**src/rtl/prt_pkg.sv**
```systemverilog
// ----------------------------------------------------------------------------
// Pending response tracker package
// Shared codes, entry layout and compare result type for the tracker.
// ----------------------------------------------------------------------------
package prt_pkg;

  localparam int unsigned ID_W     = 32;
  localparam int unsigned STATUS_W = 8;
  localparam int unsigned CONN_W   = 8;
  localparam int unsigned TIME_W   = 32;
  localparam int unsigned MODE_W   = 2;
  localparam int unsigned CODE_W   = 3;
  localparam int unsigned COUNT_W  = 5;

  localparam logic [TIME_W-1:0] TIMEOUT_RESET = 32'd1000;

  typedef enum logic [MODE_W-1:0] {
    MODE_SEND  = 2'd0,
    MODE_RECV  = 2'd1,
    MODE_TICK  = 2'd2,
    MODE_CLOSE = 2'd3
  } mode_t;

  typedef enum logic [CODE_W-1:0] {
    RES_STORED     = 3'd0,
    RES_REPLACED   = 3'd1,
    RES_FULL       = 3'd2,
    RES_MATCHED    = 3'd3,
    RES_UNMATCHED  = 3'd4,
    RES_SWEEP_DONE = 3'd5
  } res_t;

  typedef enum logic [1:0] {
    ST_IDLE   = 2'd0,
    ST_SCAN   = 2'd1,
    ST_FINISH = 2'd2
  } state_t;

  typedef struct packed {
    logic [ID_W-1:0]     id;
    logic [CONN_W-1:0]   conn;
    logic [TIME_W-1:0]   sent_time;
    logic [STATUS_W-1:0] status;
  } entry_t;

  typedef struct packed {
    logic id_eq;
    logic status_eq;
    logic conn_eq;
    logic aged;
  } cmp_t;

endpackage

```
**src/rtl/prt_in_if.sv**
```systemverilog
// ----------------------------------------------------------------------------
// Tracker input channel
// Valid/ready channel carrying one request item into the tracker.
// ----------------------------------------------------------------------------
interface prt_in_if;
  logic                          valid;
  logic                          ready;
  logic [prt_pkg::MODE_W-1:0]    mode;
  logic [prt_pkg::ID_W-1:0]      packet_id;
  logic [prt_pkg::STATUS_W-1:0]  packet_status;
  logic [prt_pkg::CONN_W-1:0]    connection_id;
  logic [prt_pkg::TIME_W-1:0]    time_now;

  modport source (output valid, mode, packet_id, packet_status, connection_id, time_now,
                  input ready);
  modport sink   (input valid, mode, packet_id, packet_status, connection_id, time_now,
                  output ready);
endinterface

```
**src/rtl/prt_out_if.sv**
```systemverilog
// ----------------------------------------------------------------------------
// Tracker result channel
// Valid/ready channel carrying one result item out of the tracker.
// ----------------------------------------------------------------------------
interface prt_out_if;
  logic                          valid;
  logic                          ready;
  logic [prt_pkg::CODE_W-1:0]    result_code;
  logic [prt_pkg::ID_W-1:0]      matched_id;
  logic [prt_pkg::CONN_W-1:0]    matched_connection;
  logic [prt_pkg::COUNT_W-1:0]   removed_count;
  logic [prt_pkg::COUNT_W-1:0]   occupancy;

  modport source (output valid, result_code, matched_id, matched_connection,
                  removed_count, occupancy, input ready);
  modport sink   (input valid, result_code, matched_id, matched_connection,
                  removed_count, occupancy, output ready);
endinterface

```
**src/rtl/pending_response_tracker_unit.sv**
```systemverilog
// ----------------------------------------------------------------------------
// Pending response tracker
// Bounded table of outstanding requests with send, receive, timeout tick
// and connection-close handling.
// ----------------------------------------------------------------------------
// Usage:
//   in_req carries one request: send, response received, time tick or
//   connection closed. out_rsp returns exactly one result per request.
//   cfg_write_en/cfg_write_data load timeout_limit; write only while idle.
// Sequencing:
//   Every request sweeps the table through one shared compare unit, one
//   entry per cycle, with the entry memory read issued in the cycle
//   before its compare. After the scan, the finish state commits the table
//   update and sets out_rsp.valid. in_req.ready is high only while idle,
//   so no new request is taken while a request is being scanned or finished.
// Reset:
//   All valid marks and the occupancy count clear at once; timeout_limit
//   returns to 1000. Entry contents are not cleared; they are read on every
//   scan, but only used while their valid mark is set.
// Stall:
//   The result register holds while out_rsp.ready is low. A new request
//   may still be accepted and scanned; it waits in the finish cycle until
//   the held result is taken.
// ----------------------------------------------------------------------------
module pending_response_tracker_unit #(
  parameter int unsigned TABLE_DEPTH = 16
) (
  input  logic                          clk,
  input  logic                          rst_n,
  prt_in_if.sink                        in_req,
  prt_out_if.source                     out_rsp,
  input  logic                          cfg_write_en,
  input  logic [prt_pkg::TIME_W-1:0]    cfg_write_data
);

  localparam int unsigned IDX_W = (TABLE_DEPTH > 1) ? $clog2(TABLE_DEPTH) : 1;
  localparam int unsigned CNT_W = $clog2(TABLE_DEPTH + 1);

  // Control state
  prt_pkg::state_t          state_r, state_nxt;
  logic [TABLE_DEPTH-1:0]   valid_r, valid_nxt;
  logic [CNT_W-1:0]         occ_r, occ_nxt;
  logic [CNT_W-1:0]         idx_r, idx_nxt;
  logic                     rd_vld_r, rd_vld_nxt;
  logic [IDX_W-1:0]         rd_idx_r, rd_idx_nxt;
  logic                     hit_r, hit_nxt;
  logic [IDX_W-1:0]         hit_idx_r, hit_idx_nxt;
  logic                     free_r, free_nxt;
  logic [IDX_W-1:0]         free_idx_r, free_idx_nxt;
  logic                     matched_r, matched_nxt;
  logic [CNT_W-1:0]         removed_r, removed_nxt;
  logic                     out_valid_r, out_valid_nxt;
  logic [prt_pkg::TIME_W-1:0] limit_r;

  // Request and result payload
  prt_pkg::mode_t               req_mode_r;
  logic [prt_pkg::ID_W-1:0]     req_id_r;
  logic [prt_pkg::STATUS_W-1:0] req_status_r;
  logic [prt_pkg::CONN_W-1:0]   req_conn_r;
  logic [prt_pkg::TIME_W-1:0]   req_time_r;
  logic [prt_pkg::CONN_W-1:0]   hit_conn_r, hit_conn_nxt;

  logic [prt_pkg::CODE_W-1:0]   res_code_r, res_code_nxt;
  logic [prt_pkg::ID_W-1:0]     res_id_r, res_id_nxt;
  logic [prt_pkg::CONN_W-1:0]   res_conn_r, res_conn_nxt;
  logic [prt_pkg::COUNT_W-1:0]  res_removed_r, res_removed_nxt;
  logic [prt_pkg::COUNT_W-1:0]  res_occ_r, res_occ_nxt;

  // Memory and compare unit
  logic                     ram_we;
  logic [IDX_W-1:0]         ram_waddr;
  prt_pkg::entry_t          ram_wdata;
  prt_pkg::entry_t          ram_rdata;
  prt_pkg::cmp_t            cmp;

  logic                     in_fire;
  logic                     out_free;
  logic                     rd_entry_valid;
  logic                     store_new;
  logic [CNT_W+prt_pkg::COUNT_W-1:0] removed_ext;
  logic [CNT_W+prt_pkg::COUNT_W-1:0] occ_ext;

  assign in_req.ready = (state_r == prt_pkg::ST_IDLE);
  assign in_fire      = in_req.valid && in_req.ready;
  assign out_free     = !out_valid_r || out_rsp.ready;
  assign rd_entry_valid = valid_r[rd_idx_r];

  prt_entry_ram #(
    .DEPTH (TABLE_DEPTH)
  ) u_ram (
    .clk   (clk),
    .we    (ram_we),
    .waddr (ram_waddr),
    .wdata (ram_wdata),
    .raddr (idx_r[IDX_W-1:0]),
    .rdata (ram_rdata)
  );

  prt_cmp_unit u_cmp (
    .entry         (ram_rdata),
    .packet_id     (req_id_r),
    .packet_status (req_status_r),
    .connection_id (req_conn_r),
    .time_now      (req_time_r),
    .timeout_limit (limit_r),
    .cmp           (cmp)
  );

  // Sequencer: next state, table update and result formation.
  always_comb begin
    state_nxt       = state_r;
    valid_nxt       = valid_r;
    occ_nxt         = occ_r;
    idx_nxt         = idx_r;
    rd_vld_nxt      = 1'b0;
    rd_idx_nxt      = rd_idx_r;
    hit_nxt         = hit_r;
    hit_idx_nxt     = hit_idx_r;
    free_nxt        = free_r;
    free_idx_nxt    = free_idx_r;
    matched_nxt     = matched_r;
    removed_nxt     = removed_r;
    hit_conn_nxt    = hit_conn_r;
    out_valid_nxt   = out_valid_r && !out_rsp.ready;
    res_code_nxt    = res_code_r;
    res_id_nxt      = res_id_r;
    res_conn_nxt    = res_conn_r;
    res_removed_nxt = res_removed_r;
    res_occ_nxt     = res_occ_r;
    ram_we          = 1'b0;
    ram_waddr       = hit_r ? hit_idx_r : free_idx_r;
    ram_wdata.id        = req_id_r;
    ram_wdata.conn      = req_conn_r;
    ram_wdata.sent_time = req_time_r;
    ram_wdata.status    = req_status_r;
    store_new       = (req_mode_r == prt_pkg::MODE_SEND) && !hit_r && free_r;
    removed_ext     = {{prt_pkg::COUNT_W{1'b0}}, removed_r};
    occ_ext         = '0;

    case (state_r)
      prt_pkg::ST_IDLE: begin
        if (in_fire) begin
          idx_nxt     = '0;
          hit_nxt     = 1'b0;
          free_nxt    = 1'b0;
          matched_nxt = 1'b0;
          removed_nxt = '0;
          state_nxt   = prt_pkg::ST_SCAN;
        end
      end

      prt_pkg::ST_SCAN: begin
        // Issue the next read in the cycle before its compare.
        if (idx_r < CNT_W'(TABLE_DEPTH)) begin
          rd_vld_nxt = 1'b1;
          rd_idx_nxt = idx_r[IDX_W-1:0];
          idx_nxt    = CNT_W'(idx_r + 1'b1);
        end else begin
          state_nxt = prt_pkg::ST_FINISH;
        end

        if (rd_vld_r) begin
          case (req_mode_r)
            prt_pkg::MODE_SEND: begin
              if (rd_entry_valid && cmp.id_eq) begin
                hit_nxt     = 1'b1;
                hit_idx_nxt = rd_idx_r;
              end
              // Take the lowest free slot.
              if (!rd_entry_valid && !free_r) begin
                free_nxt     = 1'b1;
                free_idx_nxt = rd_idx_r;
              end
            end
            prt_pkg::MODE_RECV: begin
              // Ids are unique, so at most one entry matches.
              if (rd_entry_valid && cmp.id_eq && cmp.status_eq) begin
                valid_nxt[rd_idx_r] = 1'b0;
                matched_nxt         = 1'b1;
                hit_conn_nxt        = ram_rdata.conn;
                removed_nxt         = CNT_W'(removed_r + 1'b1);
              end
            end
            prt_pkg::MODE_TICK: begin
              if (rd_entry_valid && cmp.aged) begin
                valid_nxt[rd_idx_r] = 1'b0;
                removed_nxt         = CNT_W'(removed_r + 1'b1);
              end
            end
            prt_pkg::MODE_CLOSE: begin
              if (rd_entry_valid && cmp.conn_eq) begin
                valid_nxt[rd_idx_r] = 1'b0;
                removed_nxt         = CNT_W'(removed_r + 1'b1);
              end
            end
            default: begin
            end
          endcase
        end
      end

      prt_pkg::ST_FINISH: begin
        // Hold here until the result register is free.
        if (out_free) begin
          occ_nxt = CNT_W'(occ_r - removed_r) + CNT_W'(store_new);
          occ_ext = {{prt_pkg::COUNT_W{1'b0}}, occ_nxt};
          res_removed_nxt = removed_ext[prt_pkg::COUNT_W-1:0];
          res_occ_nxt     = occ_ext[prt_pkg::COUNT_W-1:0];
          out_valid_nxt   = 1'b1;
          state_nxt       = prt_pkg::ST_IDLE;

          case (req_mode_r)
            prt_pkg::MODE_SEND: begin
              res_id_nxt   = req_id_r;
              res_conn_nxt = req_conn_r;
              if (hit_r) begin
                res_code_nxt = prt_pkg::RES_REPLACED;
              end else if (free_r) begin
                res_code_nxt = prt_pkg::RES_STORED;
              end else begin
                res_code_nxt = prt_pkg::RES_FULL;
              end
              if (hit_r || free_r) begin
                ram_we = 1'b1;
                valid_nxt[ram_waddr] = 1'b1;
              end
            end
            prt_pkg::MODE_RECV: begin
              res_id_nxt   = req_id_r;
              res_code_nxt = matched_r ? prt_pkg::RES_MATCHED : prt_pkg::RES_UNMATCHED;
              res_conn_nxt = matched_r ? hit_conn_r : '0;
            end
            prt_pkg::MODE_TICK: begin
              res_id_nxt   = '0;
              res_code_nxt = prt_pkg::RES_SWEEP_DONE;
              res_conn_nxt = '0;
            end
            prt_pkg::MODE_CLOSE: begin
              res_id_nxt   = '0;
              res_code_nxt = prt_pkg::RES_SWEEP_DONE;
              res_conn_nxt = req_conn_r;
            end
            default: begin
            end
          endcase
        end
      end

      default: begin
        state_nxt = prt_pkg::ST_IDLE;
      end
    endcase
  end

  // Control registers
  always_ff @(posedge clk) begin
    if (!rst_n) begin
      state_r     <= prt_pkg::ST_IDLE;
      valid_r     <= '0;
      occ_r       <= '0;
      idx_r       <= '0;
      rd_vld_r    <= 1'b0;
      rd_idx_r    <= '0;
      hit_r       <= 1'b0;
      hit_idx_r   <= '0;
      free_r      <= 1'b0;
      free_idx_r  <= '0;
      matched_r   <= 1'b0;
      removed_r   <= '0;
      out_valid_r <= 1'b0;
      limit_r     <= prt_pkg::TIMEOUT_RESET;
    end else begin
      state_r     <= state_nxt;
      valid_r     <= valid_nxt;
      occ_r       <= occ_nxt;
      idx_r       <= idx_nxt;
      rd_vld_r    <= rd_vld_nxt;
      rd_idx_r    <= rd_idx_nxt;
      hit_r       <= hit_nxt;
      hit_idx_r   <= hit_idx_nxt;
      free_r      <= free_nxt;
      free_idx_r  <= free_idx_nxt;
      matched_r   <= matched_nxt;
      removed_r   <= removed_nxt;
      out_valid_r <= out_valid_nxt;
      if (cfg_write_en) begin
        limit_r <= cfg_write_data;
      end
    end
  end

  // Payload registers
  always_ff @(posedge clk) begin
    if (in_fire) begin
      req_mode_r   <= prt_pkg::mode_t'(in_req.mode);
      req_id_r     <= in_req.packet_id;
      req_status_r <= in_req.packet_status;
      req_conn_r   <= in_req.connection_id;
      req_time_r   <= in_req.time_now;
    end
    hit_conn_r    <= hit_conn_nxt;
    res_code_r    <= res_code_nxt;
    res_id_r      <= res_id_nxt;
    res_conn_r    <= res_conn_nxt;
    res_removed_r <= res_removed_nxt;
    res_occ_r     <= res_occ_nxt;
  end

  assign out_rsp.valid              = out_valid_r;
  assign out_rsp.result_code        = res_code_r;
  assign out_rsp.matched_id         = res_id_r;
  assign out_rsp.matched_connection = res_conn_r;
  assign out_rsp.removed_count      = res_removed_r;
  assign out_rsp.occupancy          = res_occ_r;

endmodule

```
**src/rtl/prt_entry_ram.sv**
```systemverilog
// ----------------------------------------------------------------------------
// Tracker entry memory
// One write port, one read port with registered read data.
// ----------------------------------------------------------------------------
module prt_entry_ram #(
  parameter int unsigned DEPTH = 16
) (
  input  logic                                   clk,
  input  logic                                   we,
  input  logic [((DEPTH > 1) ? $clog2(DEPTH) : 1)-1:0] waddr,
  input  prt_pkg::entry_t                        wdata,
  input  logic [((DEPTH > 1) ? $clog2(DEPTH) : 1)-1:0] raddr,
  output prt_pkg::entry_t                        rdata
);

  prt_pkg::entry_t mem [DEPTH];
  prt_pkg::entry_t rdata_r;

  always_ff @(posedge clk) begin
    if (we) begin
      mem[waddr] <= wdata;
    end
    rdata_r <= mem[raddr];
  end

  assign rdata = rdata_r;

endmodule

```
**src/rtl/prt_cmp_unit.sv**
```systemverilog
// ----------------------------------------------------------------------------
// Tracker compare unit
// Compares one stored entry against the request under work: id, status,
// connection and wrapped age against the timeout.
// ----------------------------------------------------------------------------
module prt_cmp_unit (
  input  prt_pkg::entry_t                entry,
  input  logic [prt_pkg::ID_W-1:0]       packet_id,
  input  logic [prt_pkg::STATUS_W-1:0]   packet_status,
  input  logic [prt_pkg::CONN_W-1:0]     connection_id,
  input  logic [prt_pkg::TIME_W-1:0]     time_now,
  input  logic [prt_pkg::TIME_W-1:0]     timeout_limit,
  output prt_pkg::cmp_t                  cmp
);

  logic [prt_pkg::TIME_W-1:0] age;

  // Age wraps modulo 2^32.
  assign age = time_now - entry.sent_time;

  always_comb begin
    cmp.id_eq     = (entry.id == packet_id);
    cmp.status_eq = (entry.status == packet_status);
    cmp.conn_eq   = (entry.conn == connection_id);
    cmp.aged      = (age > timeout_limit);
  end

endmodule

```
**src/flat_wrapper.sv**
```systemverilog
// flat-port wrapper written by rule: the top's interface ports become plain ports
module pending_response_tracker_unit_flat 
#(
  parameter int unsigned TABLE_DEPTH = 16
)
  (clk, rst_n, cfg_write_en, cfg_write_data, in_req_valid, in_req_mode, in_req_packet_id, in_req_packet_status, in_req_connection_id, in_req_time_now, in_req_ready, out_rsp_valid, out_rsp_result_code, out_rsp_matched_id, out_rsp_matched_connection, out_rsp_removed_count, out_rsp_occupancy, out_rsp_ready);
  prt_in_if in_req_i ();
  prt_out_if out_rsp_i ();
  input  logic clk;
  input  logic rst_n;
  input  logic cfg_write_en;
  input  logic [prt_pkg::TIME_W-1:0] cfg_write_data;
  input wire logic [$bits(in_req_i.valid)-1:0] in_req_valid;
  input wire logic [$bits(in_req_i.mode)-1:0] in_req_mode;
  input wire logic [$bits(in_req_i.packet_id)-1:0] in_req_packet_id;
  input wire logic [$bits(in_req_i.packet_status)-1:0] in_req_packet_status;
  input wire logic [$bits(in_req_i.connection_id)-1:0] in_req_connection_id;
  input wire logic [$bits(in_req_i.time_now)-1:0] in_req_time_now;
  output wire logic [$bits(in_req_i.ready)-1:0] in_req_ready;
  output wire logic [$bits(out_rsp_i.valid)-1:0] out_rsp_valid;
  output wire logic [$bits(out_rsp_i.result_code)-1:0] out_rsp_result_code;
  output wire logic [$bits(out_rsp_i.matched_id)-1:0] out_rsp_matched_id;
  output wire logic [$bits(out_rsp_i.matched_connection)-1:0] out_rsp_matched_connection;
  output wire logic [$bits(out_rsp_i.removed_count)-1:0] out_rsp_removed_count;
  output wire logic [$bits(out_rsp_i.occupancy)-1:0] out_rsp_occupancy;
  input wire logic [$bits(out_rsp_i.ready)-1:0] out_rsp_ready;
  assign in_req_i.valid = in_req_valid;
  assign in_req_i.mode = in_req_mode;
  assign in_req_i.packet_id = in_req_packet_id;
  assign in_req_i.packet_status = in_req_packet_status;
  assign in_req_i.connection_id = in_req_connection_id;
  assign in_req_i.time_now = in_req_time_now;
  assign in_req_ready = in_req_i.ready;
  assign out_rsp_valid = out_rsp_i.valid;
  assign out_rsp_result_code = out_rsp_i.result_code;
  assign out_rsp_matched_id = out_rsp_i.matched_id;
  assign out_rsp_matched_connection = out_rsp_i.matched_connection;
  assign out_rsp_removed_count = out_rsp_i.removed_count;
  assign out_rsp_occupancy = out_rsp_i.occupancy;
  assign out_rsp_i.ready = out_rsp_ready;
  pending_response_tracker_unit #(.TABLE_DEPTH(TABLE_DEPTH)) u_core (.clk(clk), .rst_n(rst_n), .in_req(in_req_i), .out_rsp(out_rsp_i), .cfg_write_en(cfg_write_en), .cfg_write_data(cfg_write_data));
endmodule
```
**config.mk**
```make
export PLATFORM = sky130hd
export DESIGN_NAME = pending_response_tracker_unit_flat
export DESIGN_NICKNAME = d
export VERILOG_FILES = /design/src/rtl/prt_pkg.sv /design/src/rtl/prt_in_if.sv /design/src/rtl/prt_out_if.sv /design/src/rtl/pending_response_tracker_unit.sv /design/src/rtl/prt_entry_ram.sv /design/src/rtl/prt_cmp_unit.sv /design/src/flat_wrapper.sv
export SDC_FILE = /design/constraint.sdc
export NUM_CORES = 2
export LEC_CHECK = 0
export ABC_AREA = 1
export BUFFER_PORTS_ARGS = -buffer_cell sky130_fd_sc_hd__buf_4
export CAP_MARGIN = 20
export CORE_ASPECT_RATIO = 1.1
export CORE_MARGIN = 1.5
export CORE_UTILIZATION = 45
export CTS_CLUSTER_DIAMETER = 100
export CTS_CLUSTER_SIZE = 25
export DETAILED_ROUTE_END_ITERATION = 16
export HOLD_SLACK_MARGIN = 0.08
export RECOVER_POWER = 100
export SLEW_MARGIN = 10
export SYNTH_ARGS = -nofsm -noshare
export SYNTH_HDL_FRONTEND = slang
export SYNTH_SLANG_ARGS = --single-unit
```
**constraint.sdc**
```tcl
create_clock -name clk -period 6.1 [get_ports clk]
set_clock_uncertainty 0.2 [all_clocks]
set_input_delay 1.83 -clock clk [delete_from_list [all_inputs] [get_ports clk]]
set_output_delay 1.83 -clock clk [all_outputs]
set_load 0.02 [all_outputs]
```
==> run metrics <==
Fillers=12036; H-tree depth=3; commonest cells in the netlist=1423 x edfxtp_1, 843 x nor2_1, 748 x o21ai_0, 460 x nand2_1; Yosys top cell by area=edfxtp_1; final count of negative-setup-slack endpoints=0; Synthesis Warnings=0; Hold WS=between 200 and 250 ps; clk buf depth=3; Initial Utilization=between 40% and 50%; share of cells above drive strength 1=slightly above 5%; fin nets=5245; final count of hold timing violations=0; Synth Flop Type=edfxtp_1; vias after detailed routing=39613; cell area power density=~290 mW/mm^2; most common cell in the synthesized netlist=edfxtp_1; asr flop ratio synth=0%; Ports=between 150 and 200; GR Overflow Total=0; CP required=around 5700 ps; Area growth, synth to finish=8.00%; Die ar.=0.142 mm^2; Die Wd=~360 um; Slew HR=-148%; Lkg Pwr=22.5 nW; Seq cells post-synth=between 1500 and 2000; Worst-path clk slew=about 90 ps; Yosys top cell area share=a little under 70%; Tmin final=5430 ps; Final Non-Filler Cells=around 6900; failing checks=capacitance limit, slew limit; Crit. End Element=flop; hold_buf cts=0; initial antenna violation count=7; Mean Syn Cell Area=about 12 um^2; Root Buffer=clkbuf_16; TritonCTS clock tree=yes; Synth area leaders=edfxtp_1 68%, o21ai_0 6.0%, dfxtp_1 5.2%; Finished Core Util=about 49%; vias in the first global route=about 38000; worst vdd ir=0.205 mV; Pre-antenna DRT Iters=7; ant diodes=0; largest net degree at the start of global routing=between 200 and 250; type of the worst setup path=in2reg; EDFF count, synth=1423; multi-input logic area=~0.015 mm^2; RSZ-0062 raised after global routing=false; FF/Latch Area=roughly 0.046 mm^2; ANT nets after route=0; Startpoint Class=input port; max_cap viols=24; drt initial violations=4100; run status=finished with violations; Cell Area, Synth=roughly 0.063 mm^2; Die H=~390 um; total wire length=between 150000 and 200000 um; f_max=about 180 MHz; IO Port Bufs=approximately 170; post-synthesis cell count=about 5000; Critical Path AT=approximately 5100 ps; Global Route Usage Sum=22.6%; Worst Hold Class=reg2reg; Final Max Slew Viols=between 1000 and 1500; final setup TNS=0 ps; first-pass GRT wire length=242000 um; Worst Tran Pin Value=3710 ps; Net Count, Synth=5220; Clk Latency, worst-skew pair=~720 ps; Final Cycle Share=roughly 90%; Routed WL per cell=roughly 23 um; Post-CTS Setup Bufs=0; CTS Sinks=around 1600; Power Total=between 15 and 20 mW; total CTS buffers=75; post_cts resized=0; DRC viols=0; Max FO, Critical Path=80; Seq/Total Area, Yosys=approximately three quarters; Core Footprint=0.138 mm^2; GP Congestion=around 0.89; row cnt=143; DR vias/cell=~5.7; library cells used by synthesis=slightly above 40; Placed Instances=6781; Final HPWL DP=about 86000 um
-- metal layers --
metal | GRT usage, % | vias to the layer above | routed length (um)
met5 | 0 | - | 0
met4 | 6.50 | 0 | 4010
met3 | 2.95 | 195 | 11000
met2 | 35.6 | 1336 | 74700
met1 | 33.0 | 19890 | 72700
li1 | - | 18192 | -
-- cell families after synthesis --
kind of cell	after synthesis	synth area share, %
AOI/OAI and AO/OA	1242	11.4
DFF	1585	73.4
buffers and inverters	539	3.27
adders and majority gates	80	1.62
xor gates and xnor gates	53	0.741
and+or+nand+nor	1522	9.66
-- state kept, by name (all words and copies together), names as in the netlist, 8 cells and up --
signal,flops
u_core.hit_conn_r,8
u_core.limit_r,32
u_core.out_rsp.matched_connection,8
u_core.out_rsp.matched_id,32
u_core.req_conn_r,8
u_core.req_id_r,32
u_core.req_status_r,8
u_core.req_time_r,32
u_core.u_ram.mem,1280
u_core.u_ram.rdata,80
u_core.valid_r,16
-- worst max-delay path: stages --
cell	delay (ps)
clkbuf_4	110
nor2_1	200
inv_1	90
nand4_1	300
clkbuf_1	850
nor2_4	40
clkbuf_2	1560
-- through the flow --
| step | cell area [um^2] | setup slack (ps) |
|---|---|---|
| 2_1_floorplan | 62700 | -368 |
| 3_3_place_gp | 66100 | 1480 |
| 3_5_place_dp | 66100 | 1390 |
| 4_1_cts | 68400 | 1370 |
| 5_1_grt | 67700 | 463 |
| 6_report | 67700 | 673 |
-- layout by cell type (no fill, tap or decap), types with 4 or more instances in the layout --
cell type,instances
edfxtp_1,1423
nor2_1,833
o21ai_0,748
nand2_1,460
inv_1,242
nand3_1,187
o22ai_1,187
dfxtp_1,159
clkbuf_1,146
o221ai_1,133
a21oi_1,104
ha_1,78
clkbuf_16,77
clkbuf_4,58
buf_4,52
xor2_1,31
o211ai_1,30
xnor2_1,22
nor2_4,13
clkbuf_2,13
nor3_1,12
a31oi_1,9
a21o_1,9
nand4_1,8
buf_12,8
inv_8,5
o21a_1,5
o31ai_1,5
inv_4,4
o21bai_1,4
a211oi_1,4
inv_6,4
buf_2,4
-- layout make-up --
| cell class | count | area share (%) |
|---|---|---|
| Clock buffer | 125 | 3.11 |
| Clock inverter | 13 | 0.244 |
| Inverter | 253 | 1.43 |
| Multi-Input combinational cell | 2897 | 21.8 |
| Sequential cell | 1585 | 67.9 |
| Tap cell | 1812 | 3.35 |
| Timing Repair Buffer | 234 | 2.17 |
-- where the power goes --
group | switching [mW] | internal, mW
clock | 3.38 | 2.48
combinational | 1.07 | 0.517
sequential | 0.219 | 12.0
total | 4.66 | 14.9
-- worst paths after layout --
| kind | slack, ps | cells past startpoint | endpoint | startpoint |
|---|---|---|---|---|
| worst min register to register | 250 | 2 | u_core.free_idx_r[3]$_SDFFE_PN0P_ | u_core.free_idx_r[3]$_SDFFE_PN0P_ |
| worst min-delay path | 250 | 2 | u_core.free_idx_r[3]$_SDFFE_PN0P_ | u_core.free_idx_r[3]$_SDFFE_PN0P_ |
| worst max register to register | 740 | 10 | u_core.hit_conn_r[5]$_DFFE_PP_ | u_core.req_id_r[4]$_DFFE_PP_ |
| worst max-delay path | 670 | 7 | u_core.u_ram.mem[8][46]$_DFFE_PP_ | out_rsp_ready |
Note: power is estimated with default switching activity, not from simulation.
